`config.mk`:
```
export PLATFORM = sky130hd
export DESIGN_NAME = bitmap_run_allocator_top_flat
export DESIGN_NICKNAME = d
export VERILOG_FILES = /design/src/sv/bra_pkg.sv /design/src/sv/bra_req_if.sv /design/src/sv/bra_rsp_if.sv /design/src/sv/bra_ram.sv /design/src/sv/bitmap_run_allocator_top.sv /design/src/flat_wrapper.sv
export VERILOG_INCLUDE_DIRS = /design/src /design/src/sv
export SDC_FILE = /design/constraint.sdc
export NUM_CORES = 1
export LEC_CHECK = 0
export BUFFER_PORTS_ARGS = -buffer_cell sky130_fd_sc_hd__buf_2
export CORE_UTILIZATION = 35
export CTS_CLUSTER_DIAMETER = 150
export CTS_CLUSTER_SIZE = 28
export DETAILED_ROUTE_END_ITERATION = 16
export GPL_TIMING_DRIVEN = 0
export SLEW_MARGIN = 20
export SYNTH_ARGS = -nofsm -noshare
export SYNTH_HDL_FRONTEND = slang
export SYNTH_SLANG_ARGS = --single-unit
```
`constraint.sdc`:
```
create_clock -name clk -period 11.7 [get_ports clk]
set_input_delay 2.34 -clock clk [delete_from_list [all_inputs] [get_ports clk]]
set_output_delay 2.34 -clock clk [all_outputs]
set_load 0.02 [all_outputs]
```
`src/sv/bitmap_run_allocator_top_macros.svh`:
```
// ----------------------------------------------------------------------------
// Bitmap run allocator assertion macros
// Shared forms for the concurrent checks of the allocator. They expect a
// clock named clk and an active-low reset named arst_n in the using scope.
// ----------------------------------------------------------------------------
`ifndef BITMAP_RUN_ALLOCATOR_TOP_MACROS_SVH
`define BITMAP_RUN_ALLOCATOR_TOP_MACROS_SVH

// The consequent must hold in the same cycle as the antecedent.
`define BRA_ASSERT_SAME(label, ante, cons, msg) \
	label: assert property (@(posedge clk) disable iff (!arst_n) (ante) |-> (cons)) \
		else $error(msg);

// The consequent must hold in the cycle after the antecedent.
`define BRA_ASSERT_NEXT(label, ante, cons, msg) \
	label: assert property (@(posedge clk) disable iff (!arst_n) (ante) |=> (cons)) \
		else $error(msg);

`endif

```
`src/sv/bra_pkg.sv`:
```
// ----------------------------------------------------------------------------
// Bitmap run allocator package
// Field widths, result status codes, action codes and register indexes.
// ----------------------------------------------------------------------------
`default_nettype none

package bra_pkg;

	localparam int DATA_W   = 32;
	localparam int AMOUNT_W = 7;
	localparam int ITEM_W   = 13;
	localparam int STATUS_W = 2;
	localparam int PADDR_W  = 3;

	typedef logic [STATUS_W-1:0] bra_status_t;

	localparam bra_status_t STAT_DONE    = 2'd0;
	localparam bra_status_t STAT_NOFIT   = 2'd1;
	localparam bra_status_t STAT_ZERO    = 2'd2;
	localparam bra_status_t STAT_BADFREE = 2'd3;

	localparam logic ACT_ALLOC = 1'b0;
	localparam logic ACT_FREE  = 1'b1;

	localparam logic REG_ITEM_BYTES = 1'b0;
	localparam logic REG_POOL_BASE  = 1'b1;

endpackage

`default_nettype wire

```
`src/sv/bra_req_if.sv`:
```
// ----------------------------------------------------------------------------
// Allocator request channel
// Valid/ready channel that carries one allocate or free request.
// ----------------------------------------------------------------------------
`default_nettype none

interface bra_req_if
	import bra_pkg::*;
();
	logic                valid;
	logic                ready;
	logic                action;
	logic [AMOUNT_W-1:0] amount;
	logic [DATA_W-1:0]   address;

	modport source (output valid, output action, output amount, output address, input ready);
	modport sink (input valid, input action, input amount, input address, output ready);
endinterface

`default_nettype wire

```
`src/sv/bra_rsp_if.sv`:
```
// ----------------------------------------------------------------------------
// Allocator response channel
// Valid/ready channel that carries the status and run address of a request.
// ----------------------------------------------------------------------------
`default_nettype none

interface bra_rsp_if
	import bra_pkg::*;
();
	logic              valid;
	logic              ready;
	bra_status_t       status;
	logic [DATA_W-1:0] run_address;

	modport source (output valid, output status, output run_address, input ready);
	modport sink (input valid, input status, input run_address, output ready);
endinterface

`default_nettype wire

```
`src/sv/bra_ram.sv`:
```
// ----------------------------------------------------------------------------
// Generic single-port-write RAM
// One write port and one read port; read data is registered.
// ----------------------------------------------------------------------------
`default_nettype none

module bra_ram #(
	parameter int WIDTH = 1,
	parameter int DEPTH = 64
) (
	input  wire logic                                  clk,
	input  wire logic                                  we,
	input  wire logic [(DEPTH > 1 ? $clog2(DEPTH) : 1)-1:0] waddr,
	input  wire logic [WIDTH-1:0]                      wdata,
	input  wire logic [(DEPTH > 1 ? $clog2(DEPTH) : 1)-1:0] raddr,
	output logic      [WIDTH-1:0]                      rdata
);
	logic [WIDTH-1:0] mem [DEPTH];

	always_ff @(posedge clk) begin
		if (we) begin
			mem[waddr] <= wdata;
		end
		rdata <= mem[raddr];
	end
endmodule

`default_nettype wire

```
`src/sv/bitmap_run_allocator_top.sv`:
```
// ----------------------------------------------------------------------------
// Bitmap run allocator
// First-fit allocator of consecutive slot runs over a used-bit map in RAM.
// ----------------------------------------------------------------------------
// A request transfer on req asks to allocate a run of amount slots, or to
// free amount slots starting at a byte address. Each request gives exactly
// one response transfer on rsp with a status and, for a successful allocate,
// the byte address of the run. Slot size and pool base are set through the
// APB port; the user must write them only while the block is idle, as the
// block itself does not enforce it. The used bits live in a RAM with one bit
// per slot, visited one slot per cycle. An allocate scans from slot zero
// until the first fitting run is found, then marks it and computes the
// address. A free divides the offset by the slot size one quotient bit per
// cycle, checks and clears the run. A zero or oversized amount, or a free of
// address zero, goes straight to the response state.
// One request is in flight at a time; req.ready is high only when idle.
// After reset the block clears every RAM bit before it takes a request;
// APB writes are taken at any time. A stalled rsp holds its transfer, and a
// finished request waits for the response register to free.
// ----------------------------------------------------------------------------
`default_nettype none

`include "bitmap_run_allocator_top_macros.svh"

module bitmap_run_allocator_top
	import bra_pkg::*;
#(
	parameter int SLOTS = 64
) (
	input  wire logic               clk,
	input  wire logic               arst_n,
	bra_req_if.sink                 req,
	bra_rsp_if.source               rsp,
	input  wire logic               psel,
	input  wire logic               penable,
	input  wire logic               pwrite,
	input  wire logic [PADDR_W-1:0] paddr,
	input  wire logic [DATA_W-1:0]  pwdata,
	output logic      [DATA_W-1:0]  prdata,
	output logic                    pready
);
	localparam int SLOT_W = (SLOTS > 1) ? $clog2(SLOTS) : 1;
	localparam int CNT_W  = $clog2(SLOTS + 1);
	localparam int K_W    = (SLOT_W > 1) ? $clog2(SLOT_W) : 1;
	localparam int PROD_W = SLOT_W + ITEM_W;

	localparam logic [3:0] ST_CLR    = 4'd0;
	localparam logic [3:0] ST_IDLE   = 4'd1;
	localparam logic [3:0] ST_SCAN   = 4'd2;
	localparam logic [3:0] ST_MARK   = 4'd3;
	localparam logic [3:0] ST_MUL    = 4'd4;
	localparam logic [3:0] ST_ADDR   = 4'd5;
	localparam logic [3:0] ST_LAST   = 4'd6;
	localparam logic [3:0] ST_DIV    = 4'd7;
	localparam logic [3:0] ST_RANGE  = 4'd8;
	localparam logic [3:0] ST_VERIFY = 4'd9;
	localparam logic [3:0] ST_FREE   = 4'd10;
	localparam logic [3:0] ST_RESP   = 4'd11;

	logic [3:0]          state_q;
	logic [ITEM_W-1:0]   item_bytes_q;
	logic [DATA_W-1:0]   pool_base_q;
	logic [ITEM_W-1:0]   sz;

	logic [CNT_W-1:0]    rd_ptr_q;
	logic                rd_v_s1;
	logic [SLOT_W-1:0]   idx_s1;
	logic [CNT_W-1:0]    run_len_q;
	logic [CNT_W-1:0]    iss_cnt_q;
	logic [CNT_W-1:0]    chk_cnt_q;
	logic [SLOT_W-1:0]   wr_ptr_q;
	logic [CNT_W-1:0]    wr_cnt_q;
	logic [K_W-1:0]      k_q;
	logic                out_valid_q;

	logic                action_q;
	logic [CNT_W-1:0]    amt_q;
	logic [DATA_W-1:0]   addr_q;
	logic [SLOT_W-1:0]   start_q;
	logic [PROD_W-1:0]   prod_q;
	logic [DATA_W-1:0]   rem_q;
	logic [DATA_W-1:0]   dsh_q;
	logic [SLOT_W-1:0]   q_q;
	bra_status_t         res_status_q;
	logic [DATA_W-1:0]   res_addr_q;
	bra_status_t         out_status_q;
	logic [DATA_W-1:0]   out_addr_q;

	logic                ram_we;
	logic                ram_wdata;
	logic                ram_rdata;
	logic                req_fire;
	logic                cfg_wr;
	logic                amt_over;
	logic [CNT_W-1:0]    new_len;
	logic                found;
	logic [SLOT_W-1:0]   found_start;
	logic [SLOT_W-1:0]   mul_a;
	logic [DATA_W+1:0]   last_addr;
	logic                div_bit;
	logic                resp_load;

	assign sz        = (item_bytes_q == '0) ? ITEM_W'(1) : item_bytes_q;
	assign req_fire  = req.valid && req.ready;
	assign req.ready = (state_q == ST_IDLE);
	assign cfg_wr    = psel && penable && pwrite && pready;
	assign pready    = 1'b1;
	assign prdata    = (paddr[2] == REG_POOL_BASE) ? pool_base_q : DATA_W'(item_bytes_q);

	assign amt_over    = 32'(req.amount) > 32'(SLOTS);
	assign new_len     = ram_rdata ? '0 : run_len_q + CNT_W'(1);
	assign found       = rd_v_s1 && (new_len == amt_q);
	assign found_start = SLOT_W'(CNT_W'(idx_s1) + CNT_W'(1) - amt_q);
	assign mul_a       = (action_q == ACT_ALLOC) ? start_q : SLOT_W'(SLOTS - 1);
	assign last_addr   = (DATA_W + 2)'(pool_base_q) + (DATA_W + 2)'(prod_q);
	assign div_bit     = rem_q >= dsh_q;
	assign resp_load   = (state_q == ST_RESP) && (!out_valid_q || rsp.ready);

	assign ram_we    = (state_q == ST_CLR) || (state_q == ST_MARK) || (state_q == ST_FREE);
	assign ram_wdata = (state_q == ST_MARK);

	bra_ram #(
		.WIDTH (1),
		.DEPTH (SLOTS)
	) u_used_ram (
		.clk   (clk),
		.we    (ram_we),
		.waddr (wr_ptr_q),
		.wdata (ram_wdata),
		.raddr (rd_ptr_q[SLOT_W-1:0]),
		.rdata (ram_rdata)
	);

	always_ff @(posedge clk or negedge arst_n) begin
		if (!arst_n) begin
			item_bytes_q <= ITEM_W'(1);
			pool_base_q  <= DATA_W'(4096);
		end else if (cfg_wr) begin
			unique case (paddr[2])
				REG_ITEM_BYTES: item_bytes_q <= pwdata[ITEM_W-1:0];
				REG_POOL_BASE:  pool_base_q  <= pwdata;
				default: ;
			endcase
		end
	end

	always_ff @(posedge clk or negedge arst_n) begin
		if (!arst_n) begin
			state_q     <= ST_CLR;
			rd_ptr_q    <= '0;
			rd_v_s1     <= 1'b0;
			run_len_q   <= '0;
			iss_cnt_q   <= '0;
			chk_cnt_q   <= '0;
			wr_ptr_q    <= '0;
			wr_cnt_q    <= CNT_W'(SLOTS);
			k_q         <= '0;
			out_valid_q <= 1'b0;
		end else begin
			rd_v_s1 <= 1'b0;
			if (rsp.ready) begin
				out_valid_q <= 1'b0;
			end
			unique case (state_q)
				ST_CLR: begin
					wr_ptr_q <= wr_ptr_q + SLOT_W'(1);
					wr_cnt_q <= wr_cnt_q - CNT_W'(1);
					if (wr_cnt_q == CNT_W'(1)) begin
						state_q <= ST_IDLE;
					end
				end
				ST_IDLE: begin
					if (req_fire) begin
						rd_ptr_q  <= '0;
						run_len_q <= '0;
						if (req.action == ACT_ALLOC) begin
							if (req.amount == '0 || amt_over) begin
								state_q <= ST_RESP;
							end else begin
								state_q <= ST_SCAN;
							end
						end else begin
							if (req.address == '0 || req.amount == '0 || amt_over) begin
								state_q <= ST_RESP;
							end else begin
								state_q <= ST_MUL;
							end
						end
					end
				end
				ST_SCAN: begin
					if (rd_ptr_q != CNT_W'(SLOTS)) begin
						rd_ptr_q <= rd_ptr_q + CNT_W'(1);
						rd_v_s1  <= 1'b1;
					end
					if (rd_v_s1) begin
						run_len_q <= new_len;
					end
					if (found) begin
						rd_v_s1  <= 1'b0;
						wr_ptr_q <= found_start;
						wr_cnt_q <= amt_q;
						state_q  <= ST_MARK;
					end else if (rd_v_s1 && idx_s1 == SLOT_W'(SLOTS - 1)) begin
						rd_v_s1 <= 1'b0;
						state_q <= ST_RESP;
					end
				end
				ST_MARK: begin
					wr_ptr_q <= wr_ptr_q + SLOT_W'(1);
					wr_cnt_q <= wr_cnt_q - CNT_W'(1);
					if (wr_cnt_q == CNT_W'(1)) begin
						state_q <= ST_MUL;
					end
				end
				ST_MUL: begin
					state_q <= (action_q == ACT_ALLOC) ? ST_ADDR : ST_LAST;
				end
				ST_ADDR: begin
					state_q <= ST_RESP;
				end
				ST_LAST: begin
					k_q <= K_W'(SLOT_W - 1);
					if ((DATA_W + 2)'(addr_q) < (DATA_W + 2)'(pool_base_q) ||
					    (DATA_W + 2)'(addr_q) > last_addr) begin
						state_q <= ST_RESP;
					end else begin
						state_q <= ST_DIV;
					end
				end
				ST_DIV: begin
					k_q <= k_q - K_W'(1);
					if (k_q == '0) begin
						state_q <= ST_RANGE;
					end
				end
				ST_RANGE: begin
					rd_ptr_q  <= CNT_W'(q_q);
					iss_cnt_q <= amt_q;
					chk_cnt_q <= amt_q;
					if (amt_q > CNT_W'(SLOTS) - CNT_W'(q_q)) begin
						state_q <= ST_RESP;
					end else begin
						state_q <= ST_VERIFY;
					end
				end
				ST_VERIFY: begin
					if (iss_cnt_q != '0) begin
						rd_ptr_q  <= rd_ptr_q + CNT_W'(1);
						iss_cnt_q <= iss_cnt_q - CNT_W'(1);
						rd_v_s1   <= 1'b1;
					end
					if (rd_v_s1) begin
						chk_cnt_q <= chk_cnt_q - CNT_W'(1);
						if (!ram_rdata) begin
							rd_v_s1 <= 1'b0;
							state_q <= ST_RESP;
						end else if (chk_cnt_q == CNT_W'(1)) begin
							rd_v_s1  <= 1'b0;
							wr_ptr_q <= q_q;
							wr_cnt_q <= amt_q;
							state_q  <= ST_FREE;
						end
					end
				end
				ST_FREE: begin
					wr_ptr_q <= wr_ptr_q + SLOT_W'(1);
					wr_cnt_q <= wr_cnt_q - CNT_W'(1);
					if (wr_cnt_q == CNT_W'(1)) begin
						state_q <= ST_RESP;
					end
				end
				ST_RESP: begin
					if (resp_load) begin
						out_valid_q <= 1'b1;
						state_q     <= ST_IDLE;
					end
				end
				default: begin
					state_q <= ST_IDLE;
				end
			endcase
		end
	end

	always_ff @(posedge clk) begin
		idx_s1 <= rd_ptr_q[SLOT_W-1:0];
		if (req_fire) begin
			action_q   <= req.action;
			amt_q      <= CNT_W'(req.amount);
			addr_q     <= req.address;
			res_addr_q <= '0;
			if (req.action == ACT_ALLOC) begin
				res_status_q <= (req.amount == '0) ? STAT_ZERO :
				                (amt_over ? STAT_NOFIT : STAT_DONE);
			end else if (req.address == '0 || req.amount == '0) begin
				res_status_q <= STAT_DONE;
			end else begin
				res_status_q <= amt_over ? STAT_BADFREE : STAT_DONE;
			end
		end
		if (state_q == ST_SCAN) begin
			if (found) begin
				start_q <= found_start;
			end else if (rd_v_s1 && idx_s1 == SLOT_W'(SLOTS - 1)) begin
				res_status_q <= STAT_NOFIT;
			end
		end
		if (state_q == ST_MUL) begin
			prod_q <= PROD_W'(mul_a) * PROD_W'(sz);
		end
		if (state_q == ST_ADDR) begin
			res_addr_q <= pool_base_q + DATA_W'(prod_q);
		end
		if (state_q == ST_LAST) begin
			rem_q <= addr_q - pool_base_q;
			dsh_q <= DATA_W'(sz) << (SLOT_W - 1);
			q_q   <= '0;
			if ((DATA_W + 2)'(addr_q) < (DATA_W + 2)'(pool_base_q) ||
			    (DATA_W + 2)'(addr_q) > last_addr) begin
				res_status_q <= STAT_BADFREE;
			end
		end
		if (state_q == ST_DIV) begin
			if (div_bit) begin
				rem_q <= rem_q - dsh_q;
			end
			q_q   <= (q_q << 1) | SLOT_W'(div_bit);
			dsh_q <= dsh_q >> 1;
		end
		if (state_q == ST_RANGE && amt_q > CNT_W'(SLOTS) - CNT_W'(q_q)) begin
			res_status_q <= STAT_BADFREE;
		end
		if (state_q == ST_VERIFY && rd_v_s1 && !ram_rdata) begin
			res_status_q <= STAT_BADFREE;
		end
		if (resp_load) begin
			out_status_q <= res_status_q;
			out_addr_q   <= res_addr_q;
		end
	end

	assign rsp.valid       = out_valid_q;
	assign rsp.status      = out_status_q;
	assign rsp.run_address = out_addr_q;

	`BRA_ASSERT_SAME(a_fail_no_addr, rsp.valid && rsp.status != STAT_DONE, rsp.run_address == '0, "failed request returned a nonzero address")
	`BRA_ASSERT_SAME(a_quot_range, state_q == ST_RANGE, 32'(q_q) < 32'(SLOTS), "free slot index beyond the pool")
	`BRA_ASSERT_SAME(a_rd_ptr_range, state_q == ST_SCAN || state_q == ST_VERIFY, 32'(rd_ptr_q) <= 32'(SLOTS), "read pointer beyond the pool")
	`BRA_ASSERT_NEXT(a_busy_after_req, req.valid && req.ready, state_q != ST_IDLE && !ram_we, "request transfer did not start work")

endmodule

`default_nettype wire
```
`src/flat_wrapper.sv`:
```
// flat-port wrapper written by rule: the top's interface ports become plain ports
module bitmap_run_allocator_top_flat import bra_pkg::*;
#(
	parameter int SLOTS = 64
)
  (clk, arst_n, psel, penable, pwrite, paddr, pwdata, prdata, pready, req_valid, req_action, req_amount, req_address, req_ready, rsp_valid, rsp_status, rsp_run_address, rsp_ready);
  bra_req_if req_i ();
  bra_rsp_if rsp_i ();
  input  wire logic clk;
  input  wire logic arst_n;
  input  wire logic psel;
  input  wire logic penable;
  input  wire logic pwrite;
  input  wire logic [PADDR_W-1:0] paddr;
  input  wire logic [DATA_W-1:0] pwdata;
  output logic      [DATA_W-1:0] prdata;
  output logic pready;
  input wire logic [$bits(req_i.valid)-1:0] req_valid;
  input wire logic [$bits(req_i.action)-1:0] req_action;
  input wire logic [$bits(req_i.amount)-1:0] req_amount;
  input wire logic [$bits(req_i.address)-1:0] req_address;
  output wire logic [$bits(req_i.ready)-1:0] req_ready;
  output wire logic [$bits(rsp_i.valid)-1:0] rsp_valid;
  output wire logic [$bits(rsp_i.status)-1:0] rsp_status;
  output wire logic [$bits(rsp_i.run_address)-1:0] rsp_run_address;
  input wire logic [$bits(rsp_i.ready)-1:0] rsp_ready;
  assign req_i.valid = req_valid;
  assign req_i.action = req_action;
  assign req_i.amount = req_amount;
  assign req_i.address = req_address;
  assign req_ready = req_i.ready;
  assign rsp_valid = rsp_i.valid;
  assign rsp_status = rsp_i.status;
  assign rsp_run_address = rsp_i.run_address;
  assign rsp_i.ready = rsp_ready;
  bitmap_run_allocator_top #(.SLOTS(SLOTS)) u_core (.clk(clk), .arst_n(arst_n), .req(req_i), .rsp(rsp_i), .psel(psel), .penable(penable), .pwrite(pwrite), .paddr(paddr), .pwdata(pwdata), .prdata(prdata), .pready(pready));
endmodule
```
==> After elaboration in Yosys (flattened, before gate mapping) <==
Memories as Yosys holds them, arrays and structs flattened. A register that Yosys moved wholly into a read port is not among the register bits.
Cells that the tools add are included.
{ "op_classes": {"n_reduce_logical": 41, "n_mul": 1, "order_cmp": 5, "bitwise": 2, "n_mux": 76, "shifts": 0, "n_eq_ne": 31, "div": 0, "add_sub_neg": 14} }
{ "ops": {"columns": ["operator", "n"], "rows": [
  ["$mux 32", 6],
  ["$mux 7", 11],
  ["$mux 4", 15],
  ["$pmux 4 s12", 1],
  ["$mux 6", 7],
  ["$pmux 7 s2", 3],
  ["$gt 32x34->1", 1],
  ["$add 32x19->33", 1],
  ["$add 32x19->32", 1],
  ["$ge 32x18->1", 1],
  ["$logic_not 32->1", 1],
  ["$lt 32x32->1", 1],
  ["$sub 32x18->32", 1],
  ["$sub 32x32->32", 1],
  ["$pmux 7 s4", 1],
  ["$mux 2", 12],
  ["$pmux 7 s3", 1],
  ["$sub 7x1->7 const B", 3],
  ["$mul 6x13->19", 1],
  ["$mux 18", 1],
  ["$ne 2x1->1 const B", 9],
  ["$pmux 6 s3", 1],
  ["$mux 17", 1],
  ["$eq 4x3->1 const B", 4],
  ["other kinds (40)", 85]
]} }
{ "totals": {"out_inout_bits": 69, "mem_bits_rw": 64, "rom_bits": 0, "mem_count": 1, "wordCells": 197, "ff_bits": 290, "latchBits": 0} }
{ "mem_list": {"columns": ["name", "depth", "width", "read_ports", "rd_clocked_by_memory_dff", "write_ports", "line", "rtl"], "rows": [
  ["u_core.u_used_ram.mem", 64, 1, 1, 1, 1, "bra_ram.sv:18", "logic [WIDTH-1:0] mem [DEPTH];"]
]} }

==> Depth between registers and ports, before layout <==
Gate-level depths: netlist of run 1.
{ "depth": {"word_depth": 10, "mapped_depth": 21, "depth_no_buf": 21} }

==> By module <==
From an unflattened synthesis of run 1, not the netlist that was laid out.
{ "unflattened": {"hier_cells": 2160, "hier_area_um2": 22163.8} }
{ "by_module_without_submodules": {"columns": ["module", "seq_area_each_um2", "area_per_inst_um2", "instances", "cells_each"], "rows": [
  ["bitmap_run_allocator_top", 7836.3, 19249.7, 1, 1956],
  ["bra_ram", 1941.9, 2914.0, 1, 204]
]} }

==> Worst setup path after synthesis of run 1 <==
No wires, ideal clock.
{ "synth_timing": {"kind": "in2out", "from": "input port paddr[2]", "to": "output port prdata[10]", "t_arrival_ps": 3320, "path_slack_ps": 6040, "path_buffers": 2, "cell_stages": 3, "required_ps": 9360, "path_cell_list": "clkbuf_1 > clkbuf_1 > mux2_2"} }
{ "synth_between": {"elab_chain_cells": 1} }
{ "synth_lines": {"columns": ["element", "line", "rtl"], "rows": [
  ["start: declaration", "flat_wrapper.sv:14", "input wire logic [PADDR_W-1:0] paddr;"],
  ["$mux 32", "bitmap_run_allocator_top.sv:108", "assign prdata = (paddr[2] == REG_POOL_BASE) ? pool_base_q : DATA_W'(item_bytes_q);"],
  ["end: declaration", "flat_wrapper.sv:16", "output logic [DATA_W-1:0] prdata;"]
]} }
Every way passes these cells.

==> Final worst setup path of run 1 <==
{ "layout_timing": {"from": "input port paddr[2]", "to": "output port prdata[11]"} }
The elaborated chain is that of the path after synthesis.

==> reports/summary.txt, run 1 <==
Routed WL per cell - 19.8 um
Antenna Nets Post-Route - 0
Layout fillers - 6247
via count - 17500
grt ovf - 0
TritonCTS clock tree - yes
max-slew headroom at the worst pin - 0.279
post-layout min period - 6520 ps
period utilization - 0.557
total negative slack - 0 ps
number of max-cap violations - 0
CP Data Arrival Time - 4180 ps
Main synth FF type - edfxtp_1
Max Clk Rate - 153 MHz
Hold Startpoint - u_core.rd_ptr_q[2]$_DFFE_PN0P_
status - finished, final reports clean
Worst-Skew Late Latency - 560 ps
Max Transition Viols Final - 0
finished layout cell area - 24700 um^2
Mapped Cells - 2209
CP required - 9360 ps
register area - 9780 um^2
num ports - 151
cell family with most CP delay - buffers and inverters
RSZ-0062 raised after global routing - no
post-synthesis sequential area ratio - 0.440
clock root buffer - clkbuf_16
cts repair resizes - 0
Initial Util - 0.353
Cell Area, Placed - 24200 um^2
synthesis-to-finish area growth - 10.8%
DRT Pass-1 Iters - 5
Die ar. - 64600 um^2
Buffers & Inverters on Critical Path - 3
actual slew at the worst max-slew pin - 1070 ps
first-pass GRT wire length - 97500 um
Clock Tree Buf Depth - 3
r2r setup slk - 5700 ps
worst reg-to-reg path cell count - 20
CP Max Fanout - 10
Hold Path Depth - 0
vias per cell - 5.39
# H-tree levels - 1
P_leak - 0.0100 uW
share of cells above drive strength 1 - 0.127
hpwl dp - 50900 um
Post-Route WL - 64100 um
Final Skew - 25.6 ps
r2r endpoint - u_core.state_q[3]$_DFFE_PN0P_
slowest CP cell - clkbuf_1
Worst-path clk slew - 110 ps
Post-CTS Setup Bufs - 0
Avg Synthesized Cell Area - 10.1 um^2
unique cell type count in the Yosys netlist - 83
hold crit path type - reg -> reg
crit-path cells - clkbuf_1 > clkbuf_1 > mux2_2 > buf_2
ant diodes - 0
vias in the first global route - 17100
1st-iter DRT viols - 1188
pwr/cell area - 256 nW/um^2
area of the multi-input gates - 11500 um^2
initial antenna violation count - 3
CP peak stage delay - 640 ps
Routability Congestion - 0.907
Clock Sink Count - 355
Async SR Flop Fraction - 0.268
Die Ht - 254 um
most used cell, CP - clkbuf_1
critical path capture point type - output port
peak supply drop - 0.000160 V
Die Wd - 254 um
synthesized net count - 2496
mapped cell area - 22200 um^2
total global-route track usage - 0.196
Final Setup Violations - 0
cts-stage hold buffer count - 0
nets@finish - 2670
critical path class - in -> out
Hold EP - u_core.idx_s1[2]$_DFF_P_
flops & latches, synth - 355
R2R Path Start - u_core.pool_base_q[0]$_DFFE_PN0P_
DRC viols - 0
PortBufs - 146
FP Rows - 92
TritonCTS Buffers - 16
Core Area - 63000 um^2
Worst setup SP type - primary input
Hold Fails Final Rpt - 0
largest net degree at the start of global routing - 50
EDFF count, synth - 219
YS warnings - 0
==> state kept, by name, summed over array words and instances, names as in the netlist, 7 cells and up <==
register	cells
u_core.dsh_q	18
u_core.addr_q	32
u_core.wr_cnt_q	7
u_core.iss_cnt_q	7
u_core.rd_ptr_q	7
u_core.res_addr_q	32
u_core.rsp.run_address	32
u_core.chk_cnt_q	7
u_core.rem_q	32
u_core.item_bytes_q	13
u_core.amt_q	7
u_core.u_used_ram.mem	64
u_core.run_len_q	7
u_core.pool_base_q	32
u_core.prod_q	19
==> how the worst max path moves through the flow <==
| stage | startpoint | to | slack (ps) | cells after the start |
|---|---|---|---|---|
| 2_1_floorplan | paddr[2] | prdata[10] | 6040 | 3 |
| 3_3_place_gp | paddr[2] | prdata[11] | 5150 | 4 |
| 3_5_place_dp | paddr[2] | prdata[11] | 5140 | 4 |
| 4_1_cts | paddr[2] | prdata[11] | 5140 | 4 |
| 5_1_grt | paddr[2] | prdata[10] | 5120 | 4 |
| 6_report | paddr[2] | prdata[11] | 5180 | 4 |
==> cell families (layout without fill, tap and decap cells) <==
group                    after synthesis  count (layout)  share of synthesized area
adder cells (fa/ha/maj)              205             205                      0.132
XOR/XNOR                              91              91                     0.0358
AND/OR/NAND/NOR                      756             756                      0.162
other                                  1               1                   0.000169
buffers and inverters                256             440                     0.0443
flip-flops                           355             355                      0.440
AO/OA/AOI/OAI                        461             461                      0.133
multiplexers                          84              84                     0.0530
==> metrics by stage <==
stage / cells / worst slack, ps / power [uW] / util / hold WS [ps]
2_1_floorplan: 2209 / 6040 / 4530 / - / 345
3_3_place_gp: 3201 / 5150 / 5530 / 0.382 / 363
5_1_grt: 3239 / 5120 / 6810 / 0.392 / 399
6_report: 3239 / 5180 / 6320 / 0.392 / 371
4_1_cts: 3239 / 5140 / 6350 / 0.392 / 380
3_5_place_dp: 3211 / 5140 / 5640 / 0.384 / 361
==> routing by layer <==
metal | share of wire | global-route usage | wire length, um
met5 | 0.00020 | 0 | 13
met4 | 0.038 | 0.0707 | 2410
met3 | 0.042 | 0.0195 | 2710
met2 | 0.50 | 0.342 | 31700
met1 | 0.42 | 0.251 | 27200
==> synth_stat cells, types with 47 or more instances <==
| cell | count | area share |
|---|---|---|
| clkbuf_1 | 70 | 0.012 |
| fa_1 | 49 | 0.044 |
| dfrtp_1 | 92 | 0.10 |
| ha_1 | 156 | 0.088 |
| xnor2_1 | 54 | 0.021 |
| nor3_1 | 60 | 0.013 |
| nor2_1 | 245 | 0.041 |
| nand2_1 | 178 | 0.030 |
| edfxtp_1 | 219 | 0.30 |
| mux2_2 | 60 | 0.030 |
| inv_1 | 164 | 0.028 |
| nand3_1 | 47 | 0.011 |
| a21oi_1 | 133 | 0.030 |
| o21ai_0 | 101 | 0.023 |
==> power by group <==
part / switching [uW] / internal (uW)
registers: 236 / 1750
logic: 2250 / 1400
clock network: 408 / 278
==> cells in the final DEF (no fill, tap or decap), types with 21 or more instances in the layout <==
cell      count
xnor2_1      54
edfxtp_1    219
clkbuf_1     80
nor3_1       56
ha_1        156
a21o_1       32
inv_1       162
nand2b_1     24
fa_1         49
nor2_1      245
nand2_1     177
o21ai_0     101
dfrtp_1      92
xor2_1       37
nand4_1      25
mux4_2       21
or3_1        23
a211oi_1     23
and2_1       45
buf_2       153
a21oi_1     133
nor4_1       26
mux2_2       60
dfxtp_1      41
nand3_1      47
==> layout make-up <==
| type | count | share of cell area |
|---|---|---|
| plain buffers | 90 | 0.0147 |
| repair buffers | 156 | 0.0344 |
| well taps | 846 | 0.0429 |
| clock inverters | 1 | 0.000457 |
| flip-flops and latches | 355 | 0.397 |
| inverters | 166 | 0.0253 |
| clock buffers | 27 | 0.0188 |
| multi-input cells | 1598 | 0.467 |
==> worst reg2reg max path: stages, from the launching register on <==
cell and delay, ps:
dfrtp_1 510, ha_1 220, inv_1 50, fa_1 390, nor2b_1 150, o31a_1 220
o211ai_1 200, a211oi_1 570, o21ai_0 270, a21oi_1 520, nand3_1 160, xnor2_1 180
ha_1 320, nand4_1 170, nor4_1 710, o41a_1 330, or4_1 130, nand3_1 100
a21oi_1 480, a211oi_1 110, o21ai_1 160
No activity file was read; power rests on OpenSTA's default activity.
==> run 2, diff against run 1 <==
Clock period 11.7 ns to 5.5 ns, I/O delays scaled along.
==> run 2 against run 1 <==
Setup slack worse by 4900 ps. Cell count decreased by 0.15%. First-iteration DRC count fell by 7.3%. Worst hold slack improved by 3.6 ps. Clock skew grew 0.77 ps. Utilization increased by 0.18 points. Global-route usage hardly changed. Count of clock-buffer cells in the layout unchanged. Critical endpoint is now u_core.prod_q[17]$_DFFE_PP_. Largest cell class unchanged. Highest routed layer unchanged.
==> reports/summary.txt, run 2 (synthesis results as in run 1) <==
hold crit path type - reg -> reg
Routed WL per cell - 19.9 um (+0.39%)
CP required - 5830 ps (-3530 ps)
Die Ht - 254 um (unchanged)
Int Pwr - 7320 uW (+110%)
switching power - 6200 uW (+110%)
Sequential Power Share - 0.317 (+0.002)
Hold EP - u_core.idx_s1[2]$_DFF_P_
largest net degree at the start of global routing - 50 (unchanged)
P_leak - 0.0101 uW (+0.50%)
Layout fillers - 6232 (-0.24%)
max-slew headroom at the worst pin - 0.267 (-0.0129)
routed wl met3 - 2750 um (+1.5%)
period utilization - 0.941
share of cells above drive strength 1 - 0.138 (+0.0107)
r2r endpoint - u_core.prod_q[17]$_DFFE_PP_
post-layout min period - 5170 ps
Hold Fails Final Rpt - 0 (unchanged)
Final Skew - 26.4 ps (+0.767 ps)
finished layout cell area - 24800 um^2 (+0.47%)
number of max-cap violations - 0 (unchanged)
Comb power frac - 0.575 (-0.002)
TritonCTS clock tree - yes
Cell Area, Placed - 24200 um^2 (unchanged)
WL met1 - 27300 um (+0.29%)
R2R Path Start - u_core.item_bytes_q[5]$_DFFE_PN0P_
1st-iter DRT viols - 1101 (-7.3%)
worst reg-to-reg path cell count - 17 (-15%)
highest routed layer - met5
area of the multi-input gates - 11600 um^2 (+0.80%)
synthesis-to-finish area growth - 11.3%
switching share of power - 0.458 (+0.00101)
FP Rows - 92 (unchanged)
Top reg by flops - u_core.u_used_ram.mem
leading cell type in the layout, fill and taps excluded - nor2_1
Final Setup Violations - 0 (unchanged)
Worst-path clk slew - 120 ps (about the same)
cell family with most CP delay - adder cells
crit-path cells - nor4_4 > a31oi_4 > o21bai_1 > fa_1 > fa_1 > fa_1 > inv_1 > ha_1 > a21o_1 > a21o_1 > a21oi_1 > o21ai_1 > a41oi_2 > a211oi_1 > o21a_1 > nor2_1 > xnor2_1
DRT Pass-1 Iters - 5 (unchanged)
Antenna Nets Post-Route - 0 (unchanged)
Routability Congestion - 0.907 (unchanged)
Clock Sink Count - 355 (unchanged)
Hold Path Depth - 0 (unchanged)
slowest CP cell - dfrtp_1
Max Transition Viols Final - 0 (unchanged)
nets@finish - 2665 (-0.19%)
peak supply drop - 0.000341 V (+110%)
CP Max Fanout - 10 (unchanged)
ant diodes - 0 (unchanged)
r2r setup slk - 330 ps (-5370 ps)
vias per cell - 5.39 (about the same)
cts-stage hold buffer count - 0 (unchanged)
Clk pwr share - 0.108 (about the same)
Post-Route WL - 64300 um (+0.24%)
vias in the first global route - 17100 (-0.064%)
Worst-Skew Late Latency - 560 ps (about the same)
grt ovf - 0 (unchanged)
Die ar. - 64600 um^2 (unchanged)
num ports - 151 (unchanged)
CP Data Arrival Time - 5510 ps (+1330 ps)
max reg flops - 64 (unchanged)
register area - 9780 um^2 (about the same)
most used cell, CP - fa_1
Initial Util - 0.353 (unchanged)
actual slew at the worst max-slew pin - 1090 ps (+19.3 ps)
Worst setup SP type - flop
clock root buffer - clkbuf_16
Max Clk Rate - 193 MHz
Layout Utilization - 0.393 (+0.00183)
PortBufs - 146 (unchanged)
critical path class - reg -> reg
Clock Tree Buf Depth - 3 (unchanged)
via count - 17400 (-0.16%)
Core Area - 63000 um^2 (unchanged)
Buffers & Inverters on Critical Path - 1 (-2)
TritonCTS Buffers - 16 (unchanged)
critical path capture point type - flop
initial antenna violation count - 3 (unchanged)
most frequent cells in the layout - nor2_1, edfxtp_1, nand2_1
pwr/cell area - 546 nW/um^2 (+110%)
Die Wd - 254 um (unchanged)
DRC viols - 0 (unchanged)
first-pass GRT wire length - 97600 um (about the same)
hpwl dp - 50900 um (unchanged)
status - finished, final reports clean
met2 wire len - 31800 um (about the same)
total global-route track usage - 0.196 (+0.000245)
# H-tree levels - 1 (unchanged)
CP peak stage delay - 580 ps (-60 ps)
Hold Startpoint - u_core.rd_ptr_q[2]$_DFFE_PN0P_
==> run 2: cell count changes in the layout (fill, tap and decap cells not counted), sizes merged <==
cell / change
buf: +3
clkbuf: -8
==> run 2: power groups by stage <==
| stage | sequential (uW) | clock, uW | combinational, uW |
|---|---|---|---|
| finish | 4290 | 1460 | 7770 |
| global route | 4350 | 1590 | 8620 |
| CTS | 4240 | 1510 | 7800 |
| detailed placement | 4290 | 0 | 7710 |
| global placement | 4290 | 0 | 7480 |
| floorplan | 4130 | 0 | 5510 |
==> run 2: worst max path at each step <==
stage / depth (start not counted) / startpoint / slack (ps) / endpoint
after floorplan: 19 / u_core.action_q$_DFFE_PP_ / 730 / u_core.prod_q[17]$_DFFE_PP_
after global placement: 4 / u_core.state_q[1]$_DFFE_PN0P_ / -720 / u_core.u_used_ram.mem[34]$_DFFE_PP_
after detailed placement: 18 / u_core.item_bytes_q[2]$_DFFE_PN0P_ / -330 / u_core.prod_q[17]$_DFFE_PP_
after CTS: 18 / u_core.item_bytes_q[11]$_DFFE_PN0P_ / 20 / u_core.prod_q[17]$_DFFE_PP_
after global routing: 19 / u_core.pool_base_q[4]$_DFFE_PN0P_ / -10 / u_core.res_status_q[0]$_SDFF_PP1_
final: 17 / u_core.item_bytes_q[5]$_DFFE_PN0P_ / 330 / u_core.prod_q[17]$_DFFE_PP_
==> run 2: what timing repair did <==
item / 4_1_cts / 5_1_grt
endpoints found under the setup margin: 8 / 9
pin swaps: 0 / 3
resized for setup: 12 / 16
buffers inserted: 0 / 4
cloned: 0 / 0
hold endpoints to repair: 0 / 0
==> run 2: cell type report <==
| cell class | instances | share of cell area |
|---|---|---|
| well taps | 846 | 0.0427 |
| clock inverters | 1 | 0.000455 |
| plain buffers | 81 | 0.0136 |
| repair buffers | 160 | 0.0360 |
| clock buffers | 27 | 0.0187 |
| flip-flops and latches | 355 | 0.395 |
| multi-input cells | 1598 | 0.468 |
| inverters | 166 | 0.0252 |
==> run 2: metrics by stage <==
stage	hold slack [ps]	std cells	total power (uW)	setup WS (ps)	setup TNS, ps
floorplan	345	2209	9640	727	0
global placement	363	3201	11800	-716	-46750
detailed placement	361	3211	12000	-333	-1280
CTS	380	3237	13500	16.6	0
global route	399	3234	14600	-10.5	-10.5
finish	375	3234	13500	326	0
==> run 2: routing by layer <==
metal | GRT usage | up-vias
li1 | - | 8249
met1 | 0.252 | 8610
met2 | 0.343 | 486
met3 | 0.0192 | 99
met4 | 0.0702 | 2
met5 | 0 | -
==> run 2: worst register-to-register path: cells and delay by family, from the launching register on <==
family,cells,cell delay (ps)
adders and majority gates,4,1950
AOI/OAI and AO/OA,9,1810
DFF,1,580
and+or+nand+nor,2,500
xor gates and xnor gates,1,70
buffers and inverters,1,40
